**config.mk**
```make
export PLATFORM = sky130hd
export DESIGN_NAME = srl_policer
export DESIGN_NICKNAME = d
export VERILOG_FILES = /design/src/rtl/core/srl_pkg.sv /design/src/rtl/core/srl_policer.sv
export SDC_FILE = /design/constraint.sdc
export NUM_CORES = 1
export LEC_CHECK = 0
export BUFFER_PORTS_ARGS = -buffer_cell sky130_fd_sc_hd__buf_4
export CORE_AREA = 4 4 114 116
export DETAILED_ROUTE_END_ITERATION = 12
export DIE_AREA = 0 0 118 120
export PLACE_DENSITY_LB_ADDON = 0.05
export REMOVE_ABC_BUFFERS = 1
export SLEW_MARGIN = 20
export SYNTH_ARGS = -nofsm -noshare
export SYNTH_HDL_FRONTEND = slang
export SYNTH_SLANG_ARGS = --single-unit
```
**constraint.sdc**
```tcl
create_clock -name vclk -period 20
set_input_delay 0 -clock vclk [all_inputs]
set_output_delay 0 -clock vclk [all_outputs]
set_load 0.005 [all_outputs]
```
**src/rtl/core/srl_pkg.sv**
```systemverilog
// ----------------------------------------------------------------------------
// srl_pkg
// Shared types, constants and codes of the session packet rate limiter.
// ----------------------------------------------------------------------------
package srl_pkg;

  localparam int SESSION_SLOTS = 256;
  localparam int SLOT_W        = 8;
  localparam int TICK_W        = 32;
  localparam int CNT_W         = 16;
  localparam int CFG_IDX_W     = 2;
  localparam int CFG_DATA_W    = 32;

  // item operation codes
  localparam logic OP_PACKET = 1'b0;
  localparam logic OP_CLOSE  = 1'b1;

  // register indexes
  localparam logic [CFG_IDX_W-1:0] CFG_WINDOW_TICKS     = 2'd0;
  localparam logic [CFG_IDX_W-1:0] CFG_MAX_PACKETS      = 2'd1;
  localparam logic [CFG_IDX_W-1:0] CFG_MAX_MOVE_PACKETS = 2'd2;
  localparam logic [CFG_IDX_W-1:0] CFG_MAX_DROPS        = 2'd3;

  localparam logic [TICK_W-1:0] WINDOW_TICKS_RST     = 32'd1000;
  localparam logic [CNT_W-1:0]  MAX_PACKETS_RST      = 16'd60;
  localparam logic [CNT_W-1:0]  MAX_MOVE_PACKETS_RST = 16'd40;
  localparam logic [CNT_W-1:0]  MAX_DROPS_RST        = 16'd20;

  typedef logic [SLOT_W-1:0] slot_t;

  typedef struct packed {
    logic [TICK_W-1:0] window_ticks;
    logic [CNT_W-1:0]  max_packets;
    logic [CNT_W-1:0]  max_move_packets;
    logic [CNT_W-1:0]  max_drops;
  } cfg_t;

  typedef struct packed {
    logic              operation;
    slot_t             session_slot;
    logic              is_move_input;
    logic [TICK_W-1:0] now_ticks;
  } item_t;

  // per-slot record held in memory
  typedef struct packed {
    logic [TICK_W-1:0] window_start;
    logic [CNT_W-1:0]  total_count;
    logic [CNT_W-1:0]  move_count;
    logic [CNT_W-1:0]  drop_count;
  } entry_t;

  // write-back of one item to the slot table
  typedef struct packed {
    logic   en;
    logic   close;
    slot_t  slot;
    entry_t entry;
  } upd_t;

  typedef struct packed {
    logic accept;
    logic disconnect_request;
  } result_t;

endpackage

```
**src/rtl/core/srl_policer.sv**
```systemverilog
// ----------------------------------------------------------------------------
// srl_policer
// Window check, budget compare and counter update for one item.
// ----------------------------------------------------------------------------
module srl_policer (
  input  srl_pkg::cfg_t    cfg,
  input  srl_pkg::item_t   item,
  input  logic             item_valid,
  input  srl_pkg::entry_t  cur,
  input  logic             cur_valid,
  output srl_pkg::upd_t    upd,
  output srl_pkg::result_t res
);
  import srl_pkg::*;

  logic [TICK_W-1:0] age;
  logic              reopen;
  entry_t            base;
  logic              tot_full;
  logic              move_full;
  logic [CNT_W-1:0]  drops_inc;

  always_comb begin
    age    = item.now_ticks - cur.window_start;
    reopen = !cur_valid || (age >= cfg.window_ticks);

    base = cur;
    if (reopen) begin
      base.window_start = item.now_ticks;
      base.total_count  = '0;
      base.move_count   = '0;
      base.drop_count   = '0;
    end

    tot_full  = base.total_count >= cfg.max_packets;
    move_full = item.is_move_input && (base.move_count >= cfg.max_move_packets);
    drops_inc = (base.drop_count == {CNT_W{1'b1}}) ? base.drop_count
                                                    : base.drop_count
                                                      + {{(CNT_W-1){1'b0}}, 1'b1};

    upd.en    = item_valid;
    upd.close = (item.operation == OP_CLOSE);
    upd.slot  = item.session_slot;
    upd.entry = base;
    res       = '0;

    if (item.operation == OP_PACKET) begin
      if (tot_full || move_full) begin
        upd.entry.drop_count   = drops_inc;
        res.disconnect_request = drops_inc > cfg.max_drops;
      end else begin
        upd.entry.total_count = base.total_count + {{(CNT_W-1){1'b0}}, 1'b1};
        upd.entry.move_count  = base.move_count + {{(CNT_W-1){1'b0}}, item.is_move_input};
        res.accept            = 1'b1;
      end
    end
  end

endmodule

```
==> flow_summary.ini, run 1 <==
[run_status]
status = complete, no violations

[drt]
initialDrtViolationCount = 300
avgViaCountPerCell = 5.32
drc = 0
num_vias = 6949
wl_per_cell_um = 14.0
wl_mm = 18.3
drtAntennaViolNets = 0
dr.pass1.iters = 4

[yosys]
yosys_warnings = 0
netlist_instances = 918
synth_area_um2 = 5900
syn_area_per_cell_um2 = 6.43
synth_compound_area_share_pct = 24.5
synth_cell_type_count = 64
synthSimpleGateAreaFrac_pct = 29.1
synthMuxAreaShare_pct = 0.891
synth.yosys.seq_area_share_pct = 0
yosys.area_share.xor_xnor_pct = 9.20
yosys.area_share.adder_pct = 24.7
synth_top_family_by_area = simple AND/OR/NAND/NOR gates

[grt]
antenna_found_initial = 0
grt_use_total_pct = 24.5
grt_pass1_wl_mm = 30.5
grt_overflow = 0
grt_max_degree = 86
grt_pass1_vias = 6799

[finish]
nClkBuffers = 0
stdcell_area_um2 = 8010
fin_cells = 1307
layout_commonest_cell = buf_4
antennaDiodeCount = 0
ff_latch_area_um2 = 0
finalCoreUtilization_pct = 67.2
drive_gt1_share_pct = 25.3
seq_cell_count = 0
layout_common_cells = buf_4 (281), inv_1 (127), ha_1 (115), nor2_1 (81), nand2_1 (76)
syn2layout_area_growth_pct = 35.8
final_nets = 1482

[power_and_ir_drop]
leakagePower_nw = 4.37
power_switching_mw = 0.162
p_per_area_nw_per_um2 = 39.9
ir_drop_mv = 0.0240
swShare_pct = 50.7
p_seq_share_pct = 0
power.total_mw = 0.320
p_clk_share_pct = 0
combPwrFrac_pct = 100.0
p_int_mw = 0.158

[sta]
tightest_slew_ns = 0.765
setup_violations = 0
max_slew_margin_pct = 49.0
rsz0062_at_grt = false
hold_ws_ns = 0.0000463
maxSlewViolCount = 0
fin_crit_ns = 7.62
fmax_ghz = 0.131
tns_ns = 0
final.period_utilization_pct = 38.1
worst_slack_ns = 12.38
hold_viol = 0

[place]
dp.cells = 1306
dpl-instance-area_um2 = 8000
place_ws_ns = 12.36
hpwlAfterDp_mm = 16.0
gp_congestion = 0.931
port_buffers = 278

[critical_path]
crit_slowest_cell = a311oi_2
cpPeakStageDelay_ns = 0.44
crit_path_start_kind = primary input
critPathKind = primary input to primary output
cp.required_ns = 20.00
arrival_ns = 7.62
cp-end-kind = primary output
crit_fanout = 44

[floorplan]
fp.dieW_um = 118
die_h_um = 120
fp-row-count = 40
fp.coreArea_um2 = 11900
initial_core_util_pct = 49.5
die_area_um2 = 14200
ios = 296

[clocking]
post_cts_resize_count = 0
cts-hold-fix-buffers = 0
post-cts-setup-buffers = 0

[worst_hold_path]
hold-path-endpoint = upd[80]
hold_path_class = primary input to primary output
hold_path_depth = 0
worstHoldStart = item[33]

[job]
drv_cap = 0
layer usage:
metal  up-vias  GRT usage (%)  wire length [um]
met2       221           44.8              8760
met4         0           4.18               329
li1       3678              -                 -
met1      3028           29.8              7870
met5         -              0                 0
met3        22           5.47              1380
worst max-delay path: cells and delay by family:
kind / cells / cell delay [ns]
AOI/OAI and AO/OA: 16 / 3.46
xor gates and xnor gates: 1 / 0.14
adders and majority gates: 5 / 1.35
buffers and inverters: 5 / 0.64
and+or+nand+nor: 11 / 2.03
area by class of cell:
class              instances  area, um2
multi-input cells        751       5230
fillers                 1143       3900
inverters                127        477
well taps                147        184
repair buffers           282       2110
synth_stat cells (all sizes together) (12+ instances only):
cell      n  area [um2]
nor2b    12        75.1
nand3    40         205
ha      115        1440
inv     127         477
xnor2    41         359
buf      20         130
nand4    19         119
o21ai    68         340
and2     35         219
nor3     17        85.1
xor2     21         184
and3     15        93.8
nor2     81         304
nand2b   12        75.1
a21o     33         248
a211oi   17         133
clkbuf   20        75.1
a21oi    51         255
or3      14        87.6
nand2    76         285
power groups by stage:
stage / sequential, mW / combinational, mW / clock (mW)
3_5_place_dp: 0 / 0.320 / 0
3_3_place_gp: 0 / 0.317 / 0
6_report: 0 / 0.320 / 0
5_1_grt: 0 / 0.362 / 0
2_1_floorplan: 0 / 0.184 / 0
4_1_cts: 0 / 0.322 / 0
worst max-delay path by stage:
| stage | start | to | cells past startpoint |
|---|---|---|---|
| 2_1_floorplan | item[0] | upd[19] | 26 |
| 3_3_place_gp | item[0] | res[0] | 36 |
| 3_5_place_dp | item[0] | res[0] | 38 |
| 4_1_cts | item[0] | res[0] | 38 |
| 5_1_grt | item[0] | res[0] | 40 |
| 6_report | item[0] | res[0] | 38 |
kinds of logic (layout without fill, tap and decap cells):
family | Yosys count | count (layout)
adders and majority gates | 116 | 116
and+or+nand+nor | 342 | 342
buffers and inverters | 167 | 409
AOI/OAI and AO/OA | 226 | 226
muxes | 5 | 5
xor gates and xnor gates | 62 | 62
No activity file was read; power rests on OpenSTA's default activity.
==> run 2, diff against run 1 <==
--- a/config.mk
+++ b/config.mk
@@ -5,10 +5,11 @@
 export SDC_FILE = /design/constraint.sdc
 export NUM_CORES = 1
 export LEC_CHECK = 0
+export ABC_AREA = 1
 export BUFFER_PORTS_ARGS = -buffer_cell sky130_fd_sc_hd__buf_4
-export CORE_AREA = 4 4 114 116
+export CORE_MARGIN = 4
+export CORE_UTILIZATION = 50
 export DETAILED_ROUTE_END_ITERATION = 12
-export DIE_AREA = 0 0 118 120
 export PLACE_DENSITY_LB_ADDON = 0.05
 export REMOVE_ABC_BUFFERS = 1
 export SLEW_MARGIN = 20
==> constraint.sdc (replaced) <==
create_clock -name vclk -period 7.6
set_input_delay 0 -clock vclk [all_inputs]
set_output_delay 0 -clock vclk [all_outputs]
set_load 0.005 [all_outputs]
==> flow_summary.ini, run 2 <==
[critical_path]
critPathKind = primary input to primary output
cpPeakStageDelay_ns = 0.58
cp.required_ns = 7.60
arrival_ns = 6.58
cpMostUsedCell = nand2_1
cp-end-kind = primary output
crit_fanout = 53
cp-startpoint = item[0]
crit_path_start_kind = primary input
crit_slowest_cell = buf_4

[yosys]
yosys_warnings = 0
syn_area_per_cell_um2 = 5.77
synthTopCellsByArea = ha_1 (23%), nand2_1 (15%), inv_1 (13%)
synth_area_um2 = 6280
yosysMostFrequentCell = nand2_1
synth_commonest_cells = nand2_1 (251), inv_1 (225), ha_1 (115), nor2_1 (97), a21oi_1 (80)
synth.yosys.seq_area_share_pct = 0
synth_cell_type_count = 42
synth_largest_area_cell = ha_1
netlist_instances = 1090
synth.top_cell.area_share_pct = 22.9

[finish]
drive_gt1_share_pct = 25.5
layout_common_cells = buf_4 (280), nand2_1 (251), inv_1 (225), ha_1 (115), nor2_1 (97)
antennaDiodeCount = 0
ff_latch_area_um2 = 0
layout_commonest_cell = buf_4
finalCoreUtilization_pct = 69.0
syn2layout_area_growth_pct = 33.5
final_nets = 1665
nFillCells = 1186
seq_cell_count = 0
nClkBuffers = 0
fin_cells = 1511

[sta]
tightest_slew_ns = 0.614
tns_ns = 0
hold_ws_ns = 0.0000485
max_slew_margin_pct = 59.1
setup_violations = 0
final.period_utilization_pct = 86.6
fmax_ghz = 0.152
hold_viol = 0
fin_crit_ns = 6.58
maxSlewViolCount = 0
rsz0062_at_grt = false

[grt]
grt_pass1_wl_mm = 32.8
grt_pass1_vias = 7402
grt_max_degree = 54
grt_use_total_pct = 26.7
antenna_found_initial = 0
grt_overflow = 0

[drt]
wl_per_cell_um = 13.4
dr.pass1.iters = 5
avgViaCountPerCell = 5.05
drt-met1-wl_mm = 8.47
drtAntennaViolNets = 0
drc = 0
wl_met3_mm = 1.45
wl_mm = 20.3
met2_length_mm = 9.91
num_vias = 7629
initialDrtViolationCount = 392
top_layer_used = met4

[floorplan]
ios = 296
fp-row-count = 40
die_area_um2 = 14400
die_h_um = 120
initial_core_util_pct = 51.7
fp.dieW_um = 120
fp.coreArea_um2 = 12200

[power_and_ir_drop]
leakagePower_nw = 5.07
p_per_area_nw_per_um2 = 90.8
power.total_mw = 0.762
ir_drop_mv = 0.0512

[worst_hold_path]
hold_path_class = primary input to primary output
worstHoldStart = item[33]

[place]
dp.cells = 1511
port_buffers = 278
hpwlAfterDp_mm = 18.3
gp_congestion = 0.994

[clocking]
cts-hold-fix-buffers = 0
post_cts_resize_count = 0
post-cts-setup-buffers = 0

[run_status]
status = complete, no violations

[job]
drv_cap = 0
==> run 2: cell types whose count changed after synthesis, sizes merged, moves of 12 or more <==
cell    previous run  this run
nand2             76       267
inv              127       228
nor2              81       122
and2              35         1
a21o              33         3
a21oi             51        81
xnor2             41        17
xor2              21        45
clkbuf            20         4
a211oi            17         2
and3              15         0
or3               14         0
nand2b            12         0
nor2b             12         0
==> run 2: path summary, 6_finish.rpt <==
kind / endpoint / slack (ns) / depth (start not counted)
worst min-delay path: upd[80] / 0.00005 / 0
worst max-delay path: res[0] / 1.02 / 39
==> run 2: cell type report <==
type | instances | area [um2] | area share [%]
tap | 168 | 210 | 2.50
inverter | 228 | 856 | 10.2
timing repair buffer | 280 | 2100 | 25.0
multi-input combinational | 835 | 5230 | 62.3
==> run 2: cell families (layout without fill, tap and decap cells) <==
logic type | after synthesis | count (layout) | share of synthesized area [%]
buffers and inverters | 255 | 508 | 16.9
AND/OR/NAND/NOR | 483 | 483 | 36.5
adder cells (fa/ha/maj) | 116 | 116 | 23.2
AO/OA/AOI/OAI | 174 | 174 | 14.8
XOR/XNOR | 62 | 62 | 8.64
==> run 2: critical path: cells and delay by family <==
| family | cells | cell delay, ns |
|---|---|---|
| compound gates | 6 | 1.26 |
| buf+inv | 8 | 1.44 |
| fa+ha+maj | 4 | 1.13 |
| simple gates | 20 | 2.53 |
| xor+xnor | 1 | 0.17 |
==> run 2: through the flow <==
step / cell area, um2 / setup WS [ns]
global route: 8390 / 0.307
detailed placement: 8390 / 1.04
finish: 8390 / 1.02
floorplan: 6080 / 1.97
CTS: 8390 / 1.02
global placement: 8390 / 1.21
==> run 2: layer usage <==
metal,GRT usage (%),vias up
met5,0,-
met2,49.7,283
met4,5.73,0
met1,32.1,3340
met3,3.86,30
li1,-,3976
==> run 2: where the power goes <==
part           total (mW)  leakage [nW]  switching [mW]  internal (mW)
clock network           0             0               0              0
logic               0.762          5.07           0.421          0.341
registers               0             0               0              0
==> run 3, diff against run 2 <==
--- a/config.mk
+++ b/config.mk
@@ -6,10 +6,12 @@
 export NUM_CORES = 1
 export LEC_CHECK = 0
 export ABC_AREA = 1
-export BUFFER_PORTS_ARGS = -buffer_cell sky130_fd_sc_hd__buf_4
+export CELL_PAD_IN_SITES_DETAIL_PLACEMENT = 0
+export CELL_PAD_IN_SITES_GLOBAL_PLACEMENT = 2
 export CORE_MARGIN = 4
-export CORE_UTILIZATION = 50
+export CORE_UTILIZATION = 33
 export DETAILED_ROUTE_END_ITERATION = 12
+export DONT_BUFFER_PORTS = 1
 export PLACE_DENSITY_LB_ADDON = 0.05
 export REMOVE_ABC_BUFFERS = 1
 export SLEW_MARGIN = 20
==> flow_summary.ini, run 3 (synthesized netlist as in run 2, its figures left out) <==
[run_status]
status = complete, no violations

[power_and_ir_drop]
power.total_mw = 0.584
ir_drop_mv = 0.0287
p_per_area_nw_per_um2 = 91.1
leakagePower_nw = 3.72

[sta]
final.period_utilization_pct = 85.1
maxSlewViolCount = 0
tightest_slew_ns = 0.815
setup_violations = 0
tns_ns = 0
max_slew_margin_pct = 45.6
hold_viol = 0
worst_slack_ns = 1.14
fin_crit_ns = 6.46
fmax_ghz = 0.155
rsz0062_at_grt = false

[grt]
grt_pass1_wl_mm = 33.2
grt_pass1_vias = 6438
grt_max_degree = 48
grt_overflow = 0
antenna_found_initial = 1
grt_use_total_pct = 18.5

[critical_path]
crit_family = simple AND/OR/NAND/NOR gates
crit_slowest_cell = a21oi_1
crit_fanout = 47
cpMostUsedCell = nand2_1
cp.required_ns = 7.60
critPathKind = primary input to primary output
crit_path_start_kind = primary input
path_buf_inv = 5
cpPeakStageDelay_ns = 0.41
arrival_ns = 6.46
cp-end-kind = primary output

[drt]
dr.pass1.iters = 4
num_vias = 6336
wl_mm = 20.7
initialDrtViolationCount = 190
wl_per_cell_um = 15.9
drtAntennaViolNets = 0
drc = 0
avgViaCountPerCell = 4.87

[job]
drv_cap = 0

[floorplan]
initial_core_util_pct = 33.6
ios = 296
fp.coreArea_um2 = 18700
die_h_um = 146
fp-row-count = 50
fp.dieW_um = 146
die_area_um2 = 21300

[finish]
layout_commonest_cell = nand2_1
syn2layout_area_growth_pct = 1.89
final_nets = 1389
nFillCells = 2198
stdcell_area_um2 = 6400
ff_latch_area_um2 = 0
nClkBuffers = 0
layout_common_cells = nand2_1 (251), inv_1 (225), ha_1 (115), nor2_1 (97), a21oi_1 (80)
drive_gt1_share_pct = 6.28
antennaDiodeCount = 0
seq_cell_count = 0

[place]
dpl-instance-area_um2 = 6400
port_buffers = 0
place_ws_ns = 1.05
gp_congestion = 0.848
hpwlAfterDp_mm = 18.9

[clocking]
post-cts-setup-buffers = 0
cts-hold-fix-buffers = 0
post_cts_resize_count = 0

[worst_hold_path]
hold_path_class = primary input to primary output
[run 3: changes by cell type in the layout (fill, tap and decap cells not counted), sizes merged]
cell | previous run | this run
buf | 280 | 4
[run 3: per-layer routing]
metal | vias to the layer above | share of wire (%) | global-route usage, %
met5 | - | 0.063 | 0
met4 | 2 | 0.24 | 0.329
met3 | 4 | 5.2 | 2.68
met2 | 184 | 51 | 35.7
met1 | 2733 | 44 | 23.0
li1 | 3413 | - | -
[run 3: metrics by stage]
step	std cells	util, %	hold slack [ns]
detailed placement	1301	34.2	0.0000649
global route	1301	34.2	0.0000418
global placement	1301	34.2	0.0000649
floorplan	1063	-	0
finish	1301	34.2	0.0000485
CTS	1301	34.2	0.0000649
[run 3: final timing paths]
path,startpoint,cells past startpoint,slack (ns),to
max,item[0],42,1.14,res[0]
min,item[33],0,0.00005,upd[80]
[run 3: report_power, final]
part	total, mW	internal, mW	switching (mW)
Combinational	0.584	0.201	0.383
Clock	0	0	0
Sequential	0	0	0
Total	0.584	0.201	0.383
[run 3: layout make-up]
type | count | area [um2] | area share (%)
Tap cell | 234 | 293 | 4.57
Inverter | 228 | 856 | 13.4
Timing Repair Buffer | 4 | 30.0 | 0.469
Multi-Input combinational cell | 835 | 5230 | 81.6
